===== src/rtl/assert_macros.svh =====
// ----------------------------------------------------------------------------
// assert_macros.svh
// shared concurrent assertion macros, clocked on clk and held off in reset
// ----------------------------------------------------------------------------
`ifndef ASSERT_MACROS_SVH
`define ASSERT_MACROS_SVH

// same-cycle implication
`define ASSERT_SAME(label, ante, cons) \
    label: assert property (@(posedge clk) disable iff (!rst_n) (ante) |-> (cons)) \
        else $error("assertion failed: same-cycle implication");

// next-cycle implication
`define ASSERT_NEXT(label, ante, cons) \
    label: assert property (@(posedge clk) disable iff (!rst_n) (ante) |=> (cons)) \
        else $error("assertion failed: next-cycle implication");

`endif


===== src/rtl/jsu_pkg.sv =====
// ----------------------------------------------------------------------------
// jsu_pkg
// types, codes and helper functions of the json string unescape unit
// ----------------------------------------------------------------------------
package jsu_pkg;

    localparam int MAX_ITEMS = 6;
    localparam int CNT_W     = $clog2(MAX_ITEMS + 1);
    localparam int CP_W      = 21;

    // decoder phase
    typedef enum logic [3:0] {
        PH_IDLE     = 4'd0,
        PH_BODY     = 4'd1,
        PH_ESC      = 4'd2,
        PH_HEX      = 4'd3,
        PH_AHIGH    = 4'd4,
        PH_AHIGH_BS = 4'd5,
        PH_LOW_HEX  = 4'd6,
        PH_SCAN     = 4'd7,
        PH_SCAN_ESC = 4'd8
    } phase_t;

    // status of the closing beat
    typedef enum logic [2:0] {
        ST_OK       = 3'd0,
        ST_NO_QUOTE = 3'd1,
        ST_TRUNC    = 3'd2,
        ST_UNTERM   = 3'd3,
        ST_BAD_UNI  = 3'd4,
        ST_BAD_ESC  = 3'd5
    } status_t;

    typedef struct packed {
        phase_t      phase;
        logic [15:0] hex_accum;
        logic [1:0]  hex_count;
        logic [15:0] held_high;
        logic        high_pending;
        status_t     saved_error;
    } dec_state_t;

    localparam dec_state_t STATE_RESET = '{
        phase:        PH_IDLE,
        hex_accum:    16'h0000,
        hex_count:    2'd0,
        held_high:    16'h0000,
        high_pending: 1'b0,
        saved_error:  ST_OK
    };

    // one result beat
    typedef struct packed {
        logic [7:0] data;
        logic       is_byte;
        logic       last;
        status_t    status;
    } item_t;

    typedef struct packed {
        logic [3:0][7:0] b;
        logic [2:0]      len;
    } utf8_t;

    typedef struct packed {
        logic       ok;
        logic [3:0] val;
    } hex_t;

    // characters
    localparam logic [7:0] CH_NUL    = 8'h00;
    localparam logic [7:0] CH_QUOTE  = 8'h22;
    localparam logic [7:0] CH_BSLASH = 8'h5C;
    localparam logic [7:0] CH_SLASH  = 8'h2F;
    localparam logic [7:0] CH_B      = 8'h62;
    localparam logic [7:0] CH_F      = 8'h66;
    localparam logic [7:0] CH_N      = 8'h6E;
    localparam logic [7:0] CH_R      = 8'h72;
    localparam logic [7:0] CH_T      = 8'h74;
    localparam logic [7:0] CH_U      = 8'h75;

    localparam logic [7:0] CTL_BS  = 8'h08;
    localparam logic [7:0] CTL_FF  = 8'h0C;
    localparam logic [7:0] CTL_LF  = 8'h0A;
    localparam logic [7:0] CTL_CR  = 8'h0D;
    localparam logic [7:0] CTL_TAB = 8'h09;

    // surrogate ranges and encoding limits
    localparam logic [15:0]     HI_MIN    = 16'hD800;
    localparam logic [15:0]     HI_MAX    = 16'hDBFF;
    localparam logic [15:0]     LO_MIN    = 16'hDC00;
    localparam logic [15:0]     LO_MAX    = 16'hDFFF;
    localparam logic [CP_W-1:0] PLANE1    = 21'h10000;
    localparam logic [CP_W-1:0] LIM_1BYTE = 21'h00080;
    localparam logic [CP_W-1:0] LIM_2BYTE = 21'h00800;

    function automatic hex_t hex_digit(input logic [7:0] c);
        hex_t r;
        r.ok  = 1'b1;
        r.val = 4'd0;
        if (c inside {[8'h30:8'h39]})
            r.val = c[3:0];
        else if (c inside {[8'h61:8'h66], [8'h41:8'h46]})
            r.val = c[3:0] + 4'd9;
        else
            r.ok = 1'b0;
        return r;
    endfunction

    // b[0] is the first byte sent
    function automatic utf8_t utf8_enc(input logic [CP_W-1:0] cp);
        utf8_t r;
        r.b   = '0;
        r.len = 3'd1;
        if (cp < LIM_1BYTE) begin
            r.b[0] = cp[7:0];
        end
        else if (cp < LIM_2BYTE) begin
            r.b[0] = {3'b110, cp[10:6]};
            r.b[1] = {2'b10, cp[5:0]};
            r.len  = 3'd2;
        end
        else if (cp < PLANE1) begin
            r.b[0] = {4'b1110, cp[15:12]};
            r.b[1] = {2'b10, cp[11:6]};
            r.b[2] = {2'b10, cp[5:0]};
            r.len  = 3'd3;
        end
        else begin
            r.b[0] = {5'b11110, cp[20:18]};
            r.b[1] = {2'b10, cp[17:12]};
            r.b[2] = {2'b10, cp[11:6]};
            r.b[3] = {2'b10, cp[5:0]};
            r.len  = 3'd4;
        end
        return r;
    endfunction

    function automatic item_t byte_item(input logic [7:0] b);
        item_t r;
        r.data    = b;
        r.is_byte = 1'b1;
        r.last    = 1'b0;
        r.status  = ST_OK;
        return r;
    endfunction

    function automatic item_t final_item(input status_t st);
        item_t r;
        r.data    = 8'h00;
        r.is_byte = 1'b0;
        r.last    = 1'b1;
        r.status  = st;
        return r;
    endfunction

endpackage


===== src/rtl/jsu_step.sv =====
// ----------------------------------------------------------------------------
// jsu_step
// next decoder state and the list of result beats for one input byte
// ----------------------------------------------------------------------------
module jsu_step (
    input  jsu_pkg::dec_state_t                     cur,
    input  logic [7:0]                              in_byte,
    output jsu_pkg::dec_state_t                     nxt,
    output jsu_pkg::item_t [jsu_pkg::MAX_ITEMS-1:0] items,
    output logic [jsu_pkg::CNT_W-1:0]               item_cnt
);

    jsu_pkg::hex_t              hx;
    logic [15:0]                acc;
    logic                       flush;
    logic                       route_en;
    jsu_pkg::phase_t            route;
    logic                       t_byte;
    logic                       t_cp;
    logic                       t_final;
    logic [7:0]                 t_data;
    logic [jsu_pkg::CP_W-1:0]   t_cp_val;
    jsu_pkg::status_t           t_status;
    jsu_pkg::utf8_t             fl_enc;
    jsu_pkg::utf8_t             tl_enc;
    jsu_pkg::item_t [3:0]       tail;
    logic [jsu_pkg::CNT_W-1:0]  tail_n;
    logic [jsu_pkg::CNT_W-1:0]  flush_n;
    logic [jsu_pkg::CNT_W-1:0]  j;

    assign hx  = jsu_pkg::hex_digit(in_byte);
    assign acc = {cur.hex_accum[11:0], hx.val};

    always_comb
    begin
        nxt      = cur;
        flush    = 1'b0;
        route_en = 1'b1;
        route    = cur.phase;
        t_byte   = 1'b0;
        t_cp     = 1'b0;
        t_final  = 1'b0;
        t_data   = 8'h00;
        t_cp_val = '0;
        t_status = jsu_pkg::ST_OK;

        // first pass: phases that may hand the byte on to a plain phase
        case (cur.phase)
            jsu_pkg::PH_AHIGH:
            begin
                if (in_byte == jsu_pkg::CH_BSLASH)
                begin
                    nxt.phase = jsu_pkg::PH_AHIGH_BS;
                    route_en  = 1'b0;
                end
                else
                begin
                    flush = 1'b1;
                    route = jsu_pkg::PH_BODY;
                end
            end
            jsu_pkg::PH_AHIGH_BS:
            begin
                if (in_byte == jsu_pkg::CH_U)
                begin
                    nxt.hex_accum = '0;
                    nxt.hex_count = '0;
                    nxt.phase     = jsu_pkg::PH_LOW_HEX;
                    route_en      = 1'b0;
                end
                else
                begin
                    flush = 1'b1;
                    route = jsu_pkg::PH_ESC;
                end
            end
            jsu_pkg::PH_HEX, jsu_pkg::PH_LOW_HEX:
            begin
                if (!hx.ok)
                begin
                    // bad digit: error, then scan this byte as a plain one
                    flush           = 1'b1;
                    nxt.saved_error = jsu_pkg::ST_BAD_UNI;
                    nxt.hex_accum   = '0;
                    nxt.hex_count   = '0;
                    route           = jsu_pkg::PH_SCAN;
                end
                else
                begin
                    route_en = 1'b0;
                    if (cur.hex_count != 2'd3)
                    begin
                        nxt.hex_accum = acc;
                        nxt.hex_count = cur.hex_count + 2'd1;
                    end
                    else
                    begin
                        nxt.hex_accum = '0;
                        nxt.hex_count = '0;
                        if (cur.phase == jsu_pkg::PH_LOW_HEX &&
                            acc inside {[jsu_pkg::LO_MIN:jsu_pkg::LO_MAX]})
                        begin
                            // join the surrogate pair
                            nxt.high_pending = 1'b0;
                            nxt.held_high    = '0;
                            t_cp             = 1'b1;
                            t_cp_val         = jsu_pkg::PLANE1 +
                                jsu_pkg::CP_W'({cur.held_high[9:0], acc[9:0]});
                            nxt.phase        = jsu_pkg::PH_BODY;
                        end
                        else
                        begin
                            flush = 1'b1;
                            if (acc inside {[jsu_pkg::HI_MIN:jsu_pkg::HI_MAX]})
                            begin
                                nxt.held_high    = acc;
                                nxt.high_pending = 1'b1;
                                nxt.phase        = jsu_pkg::PH_AHIGH;
                            end
                            else
                            begin
                                nxt.held_high    = '0;
                                nxt.high_pending = 1'b0;
                                t_cp             = 1'b1;
                                t_cp_val         = jsu_pkg::CP_W'(acc);
                                nxt.phase        = jsu_pkg::PH_BODY;
                            end
                        end
                    end
                end
            end
            default:
            begin
            end
        endcase

        if (flush && route_en)
        begin
            nxt.high_pending = 1'b0;
            nxt.held_high    = '0;
        end

        // second pass: plain phases
        if (route_en)
        begin
            case (route)
                jsu_pkg::PH_IDLE:
                begin
                    if (in_byte == jsu_pkg::CH_QUOTE)
                        nxt.phase = jsu_pkg::PH_BODY;
                    else
                    begin
                        t_final  = 1'b1;
                        t_status = jsu_pkg::ST_NO_QUOTE;
                    end
                end
                jsu_pkg::PH_BODY:
                begin
                    if (in_byte == jsu_pkg::CH_NUL)
                    begin
                        t_final  = 1'b1;
                        t_status = jsu_pkg::ST_UNTERM;
                    end
                    else if (in_byte == jsu_pkg::CH_QUOTE)
                    begin
                        t_final  = 1'b1;
                        t_status = jsu_pkg::ST_OK;
                    end
                    else if (in_byte == jsu_pkg::CH_BSLASH)
                        nxt.phase = jsu_pkg::PH_ESC;
                    else
                    begin
                        t_byte    = 1'b1;
                        t_data    = in_byte;
                        nxt.phase = jsu_pkg::PH_BODY;
                    end
                end
                jsu_pkg::PH_ESC:
                begin
                    nxt.phase = jsu_pkg::PH_BODY;
                    case (in_byte)
                        jsu_pkg::CH_QUOTE, jsu_pkg::CH_BSLASH, jsu_pkg::CH_SLASH:
                        begin
                            t_byte = 1'b1;
                            t_data = in_byte;
                        end
                        jsu_pkg::CH_B:
                        begin
                            t_byte = 1'b1;
                            t_data = jsu_pkg::CTL_BS;
                        end
                        jsu_pkg::CH_F:
                        begin
                            t_byte = 1'b1;
                            t_data = jsu_pkg::CTL_FF;
                        end
                        jsu_pkg::CH_N:
                        begin
                            t_byte = 1'b1;
                            t_data = jsu_pkg::CTL_LF;
                        end
                        jsu_pkg::CH_R:
                        begin
                            t_byte = 1'b1;
                            t_data = jsu_pkg::CTL_CR;
                        end
                        jsu_pkg::CH_T:
                        begin
                            t_byte = 1'b1;
                            t_data = jsu_pkg::CTL_TAB;
                        end
                        jsu_pkg::CH_U:
                        begin
                            nxt.hex_accum = '0;
                            nxt.hex_count = '0;
                            nxt.phase     = jsu_pkg::PH_HEX;
                        end
                        jsu_pkg::CH_NUL:
                        begin
                            t_final  = 1'b1;
                            t_status = jsu_pkg::ST_TRUNC;
                        end
                        default:
                        begin
                            nxt.saved_error = jsu_pkg::ST_BAD_ESC;
                            nxt.hex_accum   = '0;
                            nxt.hex_count   = '0;
                            nxt.phase       = jsu_pkg::PH_SCAN;
                        end
                    endcase
                end
                jsu_pkg::PH_SCAN:
                begin
                    if (in_byte == jsu_pkg::CH_NUL)
                    begin
                        t_final  = 1'b1;
                        t_status = jsu_pkg::ST_UNTERM;
                    end
                    else if (in_byte == jsu_pkg::CH_QUOTE)
                    begin
                        t_final  = 1'b1;
                        t_status = nxt.saved_error;
                    end
                    else if (in_byte == jsu_pkg::CH_BSLASH)
                        nxt.phase = jsu_pkg::PH_SCAN_ESC;
                    else
                        nxt.phase = jsu_pkg::PH_SCAN;
                end
                jsu_pkg::PH_SCAN_ESC:
                begin
                    if (in_byte == jsu_pkg::CH_NUL)
                    begin
                        t_final  = 1'b1;
                        t_status = jsu_pkg::ST_TRUNC;
                    end
                    else
                        nxt.phase = jsu_pkg::PH_SCAN;
                end
                default:
                    nxt = jsu_pkg::STATE_RESET;
            endcase
        end

        if (t_final)
            nxt = jsu_pkg::STATE_RESET;
    end

    // result list: flushed high surrogate first, then the tail
    assign fl_enc = jsu_pkg::utf8_enc(jsu_pkg::CP_W'(cur.held_high));
    assign tl_enc = jsu_pkg::utf8_enc(t_cp_val);

    always_comb
    begin
        tail   = '0;
        tail_n = '0;
        if (t_final)
        begin
            tail[0] = jsu_pkg::final_item(t_status);
            tail_n  = jsu_pkg::CNT_W'(1);
        end
        else if (t_byte)
        begin
            tail[0] = jsu_pkg::byte_item(t_data);
            tail_n  = jsu_pkg::CNT_W'(1);
        end
        else if (t_cp)
        begin
            for (int k = 0; k < 4; k++)
                tail[k] = jsu_pkg::byte_item(tl_enc.b[k]);
            tail_n = jsu_pkg::CNT_W'(tl_enc.len);
        end
    end

    assign flush_n  = (flush && cur.high_pending) ? jsu_pkg::CNT_W'(fl_enc.len) : '0;
    assign item_cnt = flush_n + tail_n;

    always_comb
    begin
        items = '0;
        j     = '0;
        for (int i = 0; i < jsu_pkg::MAX_ITEMS; i++)
        begin
            j = jsu_pkg::CNT_W'(i) - flush_n;
            if (jsu_pkg::CNT_W'(i) < flush_n)
                items[i] = jsu_pkg::byte_item(fl_enc.b[i[1:0]]);
            else if (j < tail_n)
                items[i] = tail[j[1:0]];
        end
    end

endmodule


===== src/rtl/json_string_unescape_utf8_unit.sv =====
// ----------------------------------------------------------------------------
// json_string_unescape_utf8_unit
// streaming unescape of one json string literal into utf-8 bytes
// ----------------------------------------------------------------------------
// The unit takes one text byte per beat (0 ends the text), expects an opening
// quote, passes plain bytes through, turns simple escapes and \uXXXX escapes
// into utf-8, joins a high/low surrogate pair into one four-byte code point
// and sends a lone surrogate in three-byte form. Every string ends with one
// closing beat (last set, byte_valid clear) carrying the status: 0 ok, 1 no
// opening quote, 2 truncated escape, 3 unterminated, 4 bad unicode escape,
// 5 bad escape; on a non-zero status the consumer drops the bytes already
// sent. Each input byte is decoded in the cycle it is accepted and its 0 to 6
// result beats are parked in a small result buffer that drains one beat per
// cycle while out_stall is low. The input side takes a byte every cycle as
// long as each byte yields at most one beat and the output does not stall; a
// byte with more beats holds the input until its last beat leaves the buffer.
// ----------------------------------------------------------------------------
`include "assert_macros.svh"

module json_string_unescape_utf8_unit (
    input  logic       clk,
    input  logic       rst_n,

    // text input
    input  logic       text_valid,
    output logic       text_stall,
    input  logic [7:0] text_byte,

    // decoded output
    output logic       out_valid,
    input  logic       out_stall,
    output logic [7:0] out_byte,
    output logic       byte_valid,
    output logic       last,
    output logic [2:0] status
);

    jsu_pkg::dec_state_t                     state_reg;
    jsu_pkg::dec_state_t                     state_next;
    jsu_pkg::item_t [jsu_pkg::MAX_ITEMS-1:0] step_items;
    logic [jsu_pkg::CNT_W-1:0]               step_cnt;

    // result buffer: items_reg holds the beats of the last accepted byte,
    // cnt_reg counts the ones still to go, rd_reg points at the next one
    jsu_pkg::item_t [jsu_pkg::MAX_ITEMS-1:0] items_reg;
    logic [jsu_pkg::CNT_W-1:0]               cnt_reg;
    logic [jsu_pkg::CNT_W-1:0]               cnt_next;
    logic [jsu_pkg::CNT_W-1:0]               rd_reg;
    logic [jsu_pkg::CNT_W-1:0]               rd_next;

    logic           in_take;
    logic           out_take;
    jsu_pkg::item_t head;

    jsu_step u_step (
        .cur      (state_reg),
        .in_byte  (text_byte),
        .nxt      (state_next),
        .items    (step_items),
        .item_cnt (step_cnt)
    );

    // room for a new byte once the buffer is empty or its last beat leaves now
    assign out_take   = out_valid && !out_stall;
    assign text_stall = (cnt_reg > jsu_pkg::CNT_W'(1)) ||
                        (cnt_reg == jsu_pkg::CNT_W'(1) && out_stall);
    assign in_take    = text_valid && !text_stall;

    always_comb
    begin
        cnt_next = cnt_reg;
        rd_next  = rd_reg;
        if (in_take)
        begin
            cnt_next = step_cnt;
            rd_next  = '0;
        end
        else if (out_take)
        begin
            cnt_next = cnt_reg - jsu_pkg::CNT_W'(1);
            rd_next  = rd_reg + jsu_pkg::CNT_W'(1);
        end
    end

    always_ff @(posedge clk or negedge rst_n)
    begin
        if (!rst_n)
        begin
            state_reg <= jsu_pkg::STATE_RESET;
            cnt_reg   <= '0;
            rd_reg    <= '0;
        end
        else
        begin
            if (in_take)
                state_reg <= state_next;
            cnt_reg <= cnt_next;
            rd_reg  <= rd_next;
        end
    end

    // beat payloads need no reset
    always_ff @(posedge clk)
    begin
        if (in_take)
            items_reg <= step_items;
    end

    assign head       = items_reg[rd_reg];
    assign out_valid  = (cnt_reg != '0);
    assign out_byte   = head.data;
    assign byte_valid = head.is_byte;
    assign last       = head.last;
    assign status     = head.status;

    // the closing beat is always the final one of its byte's list
    `ASSERT_SAME(a_last_is_tail, out_valid && last, cnt_reg == jsu_pkg::CNT_W'(1))

    // while a closing beat waits, the decoder has already gone back to idle
    `ASSERT_SAME(a_idle_at_close, out_valid && last,
                 state_reg.phase == jsu_pkg::PH_IDLE && !state_reg.high_pending)

    // data beats carry a byte and a clean status
    `ASSERT_SAME(a_data_beat, out_valid && !last,
                 byte_valid && status == jsu_pkg::ST_OK)

    // the buffer never holds more beats than one byte can produce
    `ASSERT_NEXT(a_cnt_bound, in_take,
                 cnt_reg <= jsu_pkg::CNT_W'(jsu_pkg::MAX_ITEMS))

endmodule


===== config.mk =====
export PLATFORM = sky130hd
export DESIGN_NAME = json_string_unescape_utf8_unit
export DESIGN_NICKNAME = d
export VERILOG_FILES = /design/src/rtl/jsu_pkg.sv /design/src/rtl/jsu_step.sv /design/src/rtl/json_string_unescape_utf8_unit.sv
export VERILOG_INCLUDE_DIRS = /design/src /design/src/rtl
export SDC_FILE = /design/constraint.sdc
export NUM_CORES = 1
export LEC_CHECK = 0
export BUFFER_PORTS_ARGS = -buffer_cell sky130_fd_sc_hd__buf_2
export CORE_MARGIN = 2
export CORE_UTILIZATION = 50
export CTS_CLUSTER_DIAMETER = 30
export CTS_CLUSTER_SIZE = 12
export DETAILED_ROUTE_END_ITERATION = 8
export GPL_ROUTABILITY_DRIVEN = 0
export HOLD_SLACK_MARGIN = 0.15
export PLACE_DENSITY = 0.66
export SLEW_MARGIN = 10
export SYNTH_ARGS = -nofsm -noshare
export SYNTH_HDL_FRONTEND = slang
export SYNTH_SLANG_ARGS = --single-unit

===== constraint.sdc =====
create_clock -name clk -period 6.4 [get_ports clk]
set_input_delay 0 -clock clk [delete_from_list [all_inputs] [get_ports clk]]
set_output_delay 0 -clock clk [all_outputs]
set_load 0.01 [all_outputs]

==> flow_summary.yaml, run 1 <==
status:
  status: "completed"
synthesis:
  synth_top_area_cell: "edfxtp_1"
  synth_seq_cells: 122
  ys_types: 102
  synth_top_family_by_area: "compound AO/OA/AOI/OAI gates"
  synth.top_cell.area_share_pct: 27.7
  ys_seq_area_share_pct: 40.7
  synth_most_common_cell: "nor2_1"
  synthSimpleGateAreaFrac_pct: 20.1
  synth-edff-count: 78
  synth.area.mux_share_pct: 6.08
  ys_warn_count: 0
  synth_compound_area_share_pct: 23.9
  synth_top_cells_by_area: "edfxtp_1 (28%), dfrtp_1 (13%), nor2_1 (4.5%), nand2_1 (4.0%), mux4_2 (3.5%)"
  syn-num-nets: 947
  syn_area_sq_um: 8460
  async_flop_share_pct: 36.1
  ys.flop_type: "edfxtp_1"
  synthTopCellsByCount: "nor2_1 (101), nand2_1 (91), edfxtp_1 (78)"
  syn_inst: 912
  synth-adder-area-share_pct: 3.61
  avgSynthCellArea_sq_um: 9.28
  synthXorXnorAreaFrac_pct: 0.828
min_path:
  hold_class: "in -> reg"
floorplan:
  die_h_um: 134
  die_w_um: 134
  fp.coreArea_sq_um: 16600
  start_util_pct: 51.0
  ios: 27
  rows: 47
  die-area_sq_um: 18000
critical_path:
  crit_arrival_ns: 5.42
  r2r_setup_slack_ns: 1.25
  cp_slowest_stage_delay_ns: 0.65
  cp.required_ns: 6.67
  crit_buf_inv: 2
  end_kind: "register"
  r2r_start: "state_reg[41]"
  path_class: "reg -> reg"
  r2r_cells: 14
  path_cells: "nand2b_1, nor3_1, nand2_1, a31o_2, a21oi_2, buf_4, inv_2, ha_1, ha_1, a21o_1, a211o_1, or3_1, or2_2, nor2_1"
  crit_cells: 14
  cp_max_fo: 26
  cp-startpoint: "state_reg[41]"
  r2r-end: "items_reg[0]"
  cp_top_family: "simple AND/OR/NAND/NOR gates"
  crit_slowest_cell: "ha_1"
  start_kind: "register"
  crit_top_cell: "ha_1"
  crit_end: "items_reg[0]"
placement:
  place_ws_ns: 1.37
  port_buffers: 26
  dpl.hpwl_mm: 17.4
cts:
  clkTransAtPathRegs_ns: 0.06
  cts_made_buffers: 17
  cts.sink_count: 122
  cts_tree: "yes"
  h-tree-depth: 4
  cts-root-buf: "clkbuf_16"
  insertion_delay_ns: 0.43
  cts_resized: 0
  clockBufferDepth: 2
timing:
  rsz0062_at_grt: "false"
  fin_crit_ns: 5.15
  worstMarginPinSlew_ns: 1.06
  hold_violations: 0
  finalMaxSlewViolations: 0
  post-route-period-util_pct: 80.4
  finalSetupViolations: 0
  fin_ws_ns: 1.25
  tns_ns: 0
  skew_ns: 0.00847
  max_slew_margin_pct: 29.2
  fmax_mhz: 194
grt:
  antenna_found_initial: 0
  first_global_vias: 6860
  grt_use_total_pct: 28.0
  grt_overflow: 0
  grt_pass1_wl_mm: 39.0
  grt_max_degree: 58
power:
  p_total_mw: 3.50
  ir_drop_uv: 197
  power.leakage_nw: 3.41
  powerDensity_nw_per_um2: 375
final_layout:
  largest_reg_flops: 78
  nets: 942
  num_antenna_cells: 0
  area_growth_pct: 10.1
  drive_gt1_share_pct: 12.1
drt:
  vias: 7467
  drcViolationCount: 0
  antenna_left: 0
  dr.pass1.iters: 6
  wl_mm: 24.1
  wl_per_cell_um: 21.2
  vias_per_cell: 6.55
  drt_iter0_markers: 1142
flow_run:
  maxCapViolCount: 0
logic make-up after synthesis:
logic type / after synthesis
AND/OR/NAND/NOR: 340
AO/OA/AOI/OAI: 282
flip-flops: 122
buffers and inverters: 101
multiplexers: 35
adder cells (fa/ha/maj): 24
XOR/XNOR: 8
cells in the final DEF, fill, tap and decap left out, drive strengths merged, types with 8 or more instances in the layout:
cell type  instances
a211oi             8
a21boi             8
a21o              15
a21oi             51
a22o              14
a31oi             13
and2              13
and3              10
buf               31
clkbuf            19
dfrtp             44
edfxtp            78
ha                22
inv               43
mux2i             21
mux4              13
nand2             91
nand2b            12
nand3             25
nand4              9
nor2             103
nor2b             10
nor3              19
nor4              10
o21ai             53
o22ai             39
o31ai              8
power breakdown:
| group | internal [mW] | switching [mW] |
|---|---|---|
| Sequential | 1.05 | 0.100 |
| Clock | 0.687 | 0.352 |
| Combinational | 0.504 | 0.800 |
| Total | 2.25 | 1.25 |
final cells by class:
class | count | area, sq um
inverter | 43 | 163
tap | 220 | 275
multi-input combinational | 689 | 4610
sequential | 122 | 3440
fill | 1464 | 7260
clock buffer | 19 | 433
clock inverter | 13 | 198
timing repair buffer | 34 | 198
per-stage QoR:
| step | hold slack, ns | std cells | area [sq um] | util (%) |
|---|---|---|---|---|
| 2_1_floorplan | -0.296 | 912 | 8460 | - |
| 3_3_place_gp | 0.260 | 1105 | 8660 | 52.2 |
| 3_5_place_dp | 0.259 | 1105 | 8660 | 52.2 |
| 4_1_cts | 0.250 | 1140 | 9320 | 56.2 |
| 5_1_grt | 0.317 | 1140 | 9320 | 56.2 |
| 6_report | 0.281 | 1140 | 9320 | 56.2 |
tightest hold or removal path, stage by stage:
cell and delay, ns:
buf_2 0.18, a221oi_1 0.22, nor3_1 0.16
worst min path at each step:
stage                       startpoint            end  cells past startpoint
final                     text_byte[6]  items_reg[24]                      3
after global routing      text_byte[1]   state_reg[7]                      4
after CTS                 text_byte[6]  items_reg[24]                      3
after detailed placement         rst_n  state_reg[27]                      1
after global placement           rst_n  state_reg[26]                      1
after floorplan                  rst_n     cnt_reg[0]                      0
layer usage:
| layer | global-route usage, % | routed length, um | share of wire (%) | vias to the layer above |
|---|---|---|---|---|
| met4 | 9.36 | 692 | 2.9 | 0 |
| met5 | 0 | 0 | 0 | - |
| met1 | 40.8 | 11000 | 45 | 3607 |
| met2 | 42.0 | 10800 | 45 | 367 |
| met3 | 5.59 | 1730 | 7.2 | 66 |
| li1 | - | - | - | 3427 |
what timing repair did:
action                     4_1_cts  5_1_grt
setup endpoints to repair        0        0
buffers inserted                 0        0
hold endpoints to repair        46        0
hold buffers                     3        0
(Power assumes the default switching activity.)
==> run 2: changes to the inputs <==
--- a/config.mk
+++ b/config.mk
@@ -6,6 +6,7 @@
 export SDC_FILE = /design/constraint.sdc
 export NUM_CORES = 1
 export LEC_CHECK = 0
+export ABC_AREA = 1
 export BUFFER_PORTS_ARGS = -buffer_cell sky130_fd_sc_hd__buf_2
 export CORE_MARGIN = 2
 export CORE_UTILIZATION = 50
==> constraint.sdc (replaced) <==
create_clock -name clk -period 5.2 [get_ports clk]
set_input_delay 0 -clock clk [delete_from_list [all_inputs] [get_ports clk]]
set_output_delay 0 -clock clk [all_outputs]
set_load 0.01 [all_outputs]
==> flow_summary.yaml, run 2 <==
synthesis:
  avgSynthCellArea_sq_um: 7.27
  synth-edff-count: 78
  synth_most_common_cell: "nand2_1"
  synth.top_cell.area_share_pct: 26.2
  synth_top_cells_by_area: "edfxtp_1 (26%), dfrtp_1 (12%), nand2_1 (10%), o21ai_0 (7.3%), nand3_1 (6.9%)"
  synth_seq_cells: 122
  ys_warn_count: 0
  synth_top_area_cell: "edfxtp_1"
  syn_inst: 1230
  syn_area_sq_um: 8940
  ys.flop_type: "edfxtp_1"
  syn-num-nets: 1265
  async_flop_share_pct: 36.1
  ys_types: 57
  ys_seq_area_share_pct: 38.5
  synthTopCellsByCount: "nand2_1 (249), nor2_1 (153), inv_1 (133)"
cts:
  insertion_delay_ns: 0.43
  cts.sink_count: 122
  cts_setup_buffers: 0
  cts_made_buffers: 17
  clkTransAtPathRegs_ns: 0.06
  h-tree-depth: 4
  clockBufferDepth: 2
  cts_tree: "yes"
  cts_resized: 0
  cts-root-buf: "clkbuf_16"
power:
  power.leakage_nw: 4.30
  ir_drop_uv: 298
  powerDensity_nw_per_um2: 515
critical_path:
  cp_max_fo: 13
  cp_slowest_stage_delay_ns: 0.58
  cp.required_ns: 5.46
  start_kind: "register"
  crit_arrival_ns: 4.84
  end_kind: "register"
  crit_slowest_cell: "nor2_1"
  cp_top_family: "simple AND/OR/NAND/NOR gates"
  crit_top_cell: "nor2_1"
  crit_buf_inv: 5
  path_cells: "nor2_2, nand2_2, nand2_2, nand3_2, nor2_1, inv_2, o21ai_0, nor2_2, nand2_2, nor2_1, nor2_1, inv_1, ha_1, nor2_1, nor2_1, inv_1, a31oi_1, inv_1, nor2_1, inv_2, nor3_1"
  path_class: "reg -> reg"
timing:
  hold_slack_ns: 0.247
  post-route-period-util_pct: 88.2
  fmax_mhz: 218
  finalSetupViolations: 0
  worstMarginPinSlew_ns: 1.03
  finalMaxSlewViolations: 0
  skew_ns: 0.0119
  hold_violations: 0
  fin_crit_ns: 4.58
  max_slew_margin_pct: 31.4
  tns_ns: 0
  rsz0062_at_grt: "false"
grt:
  grt_pass1_wl_mm: 42.9
  antenna_found_initial: 0
  first_global_vias: 7927
  grt_use_total_pct: 29.6
  grt_max_degree: 80
  grt_overflow: 0
final_layout:
  num_antenna_cells: 0
  final_common_cell: "nand2_1"
  largest_reg_flops: 78
  area_growth_pct: 10.2
  nets: 1284
  fill_cells: 1671
  final_cell_mix: "nand2_1 (249), nor2_1 (153), inv_1 (132)"
  drive_gt1_share_pct: 12.2
placement:
  port_buffers: 26
  dpl.hpwl_mm: 20.1
drt:
  vias: 8728
  vias_per_cell: 5.87
  drt_iter0_markers: 1196
  antenna_left: 0
  drcViolationCount: 0
  dr.pass1.iters: 6
  wl_mm: 26.8
  wl_per_cell_um: 18.0
floorplan:
  die_w_um: 138
  die_h_um: 138
  die-area_sq_um: 19000
  fp.coreArea_sq_um: 17400
  start_util_pct: 51.3
  ios: 27
  rows: 48
flow_run:
  maxCapViolCount: 0
status:
  status: "completed"
min_path:
  hold_class: "in -> reg"
-- run 2: kinds of logic after synthesis --
| group | share of synthesized area, % |
|---|---|
| AND/OR/NAND/NOR | 30.5 |
| flip-flops | 38.5 |
| AO/OA/AOI/OAI | 18.5 |
| buffers and inverters | 8.61 |
| multiplexers | 0.112 |
| XOR/XNOR | 0.490 |
| adder cells (fa/ha/maj) | 3.30 |
-- run 2: worst paths after layout --
kind,start,cells after the start,to,slack [ns]
setup / recovery,state_reg[41],21,items_reg[16],0.62
max in group asynchronous,rst_n,2,rd_reg[2],4.26
hold / removal,text_byte[6],5,items_reg[37],0.25
min in group asynchronous,rst_n,2,state_reg[17],0.30
hold reg to reg,state_reg[2],2,state_reg[2],0.49
setup reg to reg,state_reg[41],21,items_reg[16],0.62
-- run 2: layout make-up --
type,instances,area (sq um),share of cell area [%]
Clock buffer,17,425,4.32
Clock inverter,15,141,1.43
Inverter,149,562,5.70
Multi-Input combinational cell,915,4730,48.0
Sequential cell,122,3440,34.9
Tap cell,225,282,2.86
Timing Repair Buffer,44,273,2.77
-- run 2: metal layers --
metal  GRT usage [%]  vias up  wire length (um)
met5               0        -                 0
met4            12.1        0               864
met3            4.78       81              2220
met2            44.9      425             11900
met1            42.3     3992             11800
li1                -     4230                 -
-- run 2: timing repair --
action,in CTS,in global routing
endpoints found under the setup margin,0,0
hold buffers,3,0
endpoints found under the hold margin,58,0
-- run 2: worst register-to-register path: stages (launching register included) --
cell	delay [ns]
dfrtp_1	0.43
nor2_2	0.22
nand2_2	0.12
nand2_2	0.26
nand3_2	0.31
nor2_1	0.58
inv_2	0.20
o21ai_0	0.25
nor2_2	0.09
nand2_2	0.16
nor2_1	0.08
nor2_1	0.16
inv_1	0.14
ha_1	0.32
nor2_1	0.04
nor2_1	0.08
inv_1	0.06
a31oi_1	0.16
inv_1	0.08
nor2_1	0.28
inv_2	0.18
nor3_1	0.22
-- run 2: power breakdown --
part           total, mW  switching (mW)  internal, mW  leakage, nW
registers           1.44           0.121          1.32         1.33
clock network       1.14           0.478         0.666        0.277
logic               2.49            1.80         0.683         2.69
-- run 2: metrics by stage --
stage | cell area, sq um | worst slack [ns] | instances | power (mW) | utilization [%]
final | 9850 | 0.616 | 1487 | 5.07 | 56.6
after global routing | 9850 | 0.190 | 1487 | 5.42 | 56.6
after CTS | 9850 | 0.722 | 1486 | 5.04 | 56.5
after detailed placement | 9250 | 0.763 | 1451 | 3.89 | 53.1
after global placement | 9250 | 0.941 | 1451 | 3.87 | 53.1
after floorplan | 8940 | 1.25 | 1230 | 3.17 | -
==> run 3: changes to the inputs <==
--- a/config.mk
+++ b/config.mk
@@ -7,15 +7,14 @@
 export NUM_CORES = 1
 export LEC_CHECK = 0
 export ABC_AREA = 1
-export BUFFER_PORTS_ARGS = -buffer_cell sky130_fd_sc_hd__buf_2
 export CORE_MARGIN = 2
 export CORE_UTILIZATION = 50
 export CTS_CLUSTER_DIAMETER = 30
 export CTS_CLUSTER_SIZE = 12
 export DETAILED_ROUTE_END_ITERATION = 8
+export DONT_BUFFER_PORTS = 1
 export GPL_ROUTABILITY_DRIVEN = 0
 export HOLD_SLACK_MARGIN = 0.15
-export PLACE_DENSITY = 0.66
 export SLEW_MARGIN = 10
 export SYNTH_ARGS = -nofsm -noshare
 export SYNTH_HDL_FRONTEND = slang
==> flow_summary.yaml, run 3 (same netlist as run 2, synthesis figures left out) <==
status:
  status: "completed"
floorplan:
  ios: 27
  start_util_pct: 51.3
  die_h_um: 138
  fp.coreArea_sq_um: 17400
  die_w_um: 138
  die-area_sq_um: 19000
  rows: 48
final_layout:
  largest_reg_flops: 78
  final_cell_mix: "nand2_1 (249), nor2_1 (153), inv_1 (132)"
  area_growth_pct: 10.1
  drive_gt1_share_pct: 10.4
  register_area_sq_um: 3440
  num_antenna_cells: 0
  final_common_cell: "nand2_1"
  nets: 1266
  final_cell_area_sq_um: 9850
  multi_input_area_sq_um: 4730
  fill_cells: 1743
critical_path:
  start_kind: "register"
  crit_arrival_ns: 4.79
  r2r_cells: 19
  r2r-end: "items_reg[75]"
  cp.required_ns: 5.45
  end_kind: "register"
  r2r_setup_slack_ns: 0.65
  cp_max_fo: 13
  r2r_start: "state_reg[41]"
  path_class: "reg -> reg"
grt:
  grt_max_degree: 80
  antenna_found_initial: 0
  grt_use_total_pct: 30.8
  grt_pass1_wl_mm: 44.2
  first_global_vias: 7941
  grt_overflow: 0
timing:
  max_slew_margin_pct: 19.1
  fmax_mhz: 220
  worstMarginPinSlew_ns: 1.21
  post-route-period-util_pct: 87.4
  finalSetupViolations: 0
  tns_ns: 0
  skew_ns: 0.0111
  fin_crit_ns: 4.55
  hold_violations: 0
  finalMaxSlewViolations: 0
  rsz0062_at_grt: "false"
cts:
  cts_resized: 0
  cts_setup_buffers: 0
  insertion_delay_ns: 0.43
  cts_made_buffers: 17
  clkTransAtPathRegs_ns: 0.06
  cts.sink_count: 122
  cts-root-buf: "clkbuf_16"
  cts_tree: "yes"
  ctsHoldBuffers: 11
  clockBufferDepth: 2
  h-tree-depth: 4
placement:
  dpl.hpwl_mm: 20.7
  port_buffers: 0
  place_area_sq_um: 9130
power:
  power.leakage_nw: 4.25
  ir_drop_uv: 327
  powerDensity_nw_per_um2: 510
drt:
  drcViolationCount: 0
  drt_iter0_markers: 1032
  wl_per_cell_um: 18.9
  dr.pass1.iters: 6
  wl_mm: 27.8
  antenna_left: 0
  vias_per_cell: 5.87
  vias: 8623
min_path:
  hold_class: "in -> async"
flow_run:
  maxCapViolCount: 0
run 3: cell count changes in the layout (fill, tap and decap cells not counted), sizes merged:
cell	previous run	this run
buf	41	17
bufinv	1	2
clkinvlp	2	4
dlygate4sd3	3	9
inv	153	149
run 3: critical path: stages (launching register included):
cell     delay [ns]
dfrtp_1        0.43
nor2_2         0.21
nand2_2        0.12
nand2_2        0.28
nand3_2        0.31
nor2_1         0.55
inv_2          0.21
o21ai_0        0.25
nor2_2         0.09
nand2_2        0.17
nor2_1         0.08
nor2_1         0.16
inv_1          0.13
ha_1           0.31
nor2_1         0.05
nor2_1         0.09
inv_1          0.06
a21oi_1        0.41
o21ai_0        0.22
a21oi_1        0.25
run 3: final cells by class:
class / instances / area share [%]
clock inverter: 14 / 1.51
multi-input combinational: 915 / 48.0
inverter: 149 / 5.71
sequential: 122 / 35.0
clock buffer: 17 / 4.32
tap: 225 / 2.86
timing repair buffer: 26 / 2.62
run 3: metal layers:
metal  track usage (%)  routed length [um]
met5                 0                   0
met4              12.1                 882
met3              4.27                1780
met2              47.2               12600
met1              44.1               12600
run 3: worst max path at each step:
stage               cells after the start  slack (ns)           from            end
floorplan                               7        1.25     cnt_reg[1]   items_reg[0]
global placement                       19        0.98  state_reg[41]  items_reg[34]
detailed placement                     21        0.84  state_reg[41]  items_reg[16]
CTS                                    21        0.79  state_reg[41]  items_reg[16]
global route                           19        0.17  state_reg[41]  items_reg[68]
finish                                 19        0.65  state_reg[41]  items_reg[75]
run 3: report_power, final:
| part | switching (mW) | internal [mW] | total [mW] |
|---|---|---|---|
| clock | 0.478 | 0.703 | 1.18 |
| combinational | 1.78 | 0.613 | 2.40 |
| sequential | 0.120 | 1.32 | 1.44 |
| total | 2.38 | 2.64 | 5.02 |
run 3: metrics by stage:
| step | hold WS (ns) | util (%) | cells | setup WS (ns) | total power [mW] |
|---|---|---|---|---|---|
| 2_1_floorplan | -0.296 | - | 1230 | 1.25 | 3.17 |
| 3_3_place_gp | -0.294 | 52.4 | 1426 | 0.977 | 3.79 |
| 3_5_place_dp | -0.294 | 52.4 | 1426 | 0.836 | 3.81 |
| 4_1_cts | 0.171 | 56.5 | 1468 | 0.793 | 5.01 |
| 5_1_grt | 0.198 | 56.5 | 1468 | 0.167 | 5.36 |
| 6_report | 0.171 | 56.5 | 1468 | 0.654 | 5.02 |
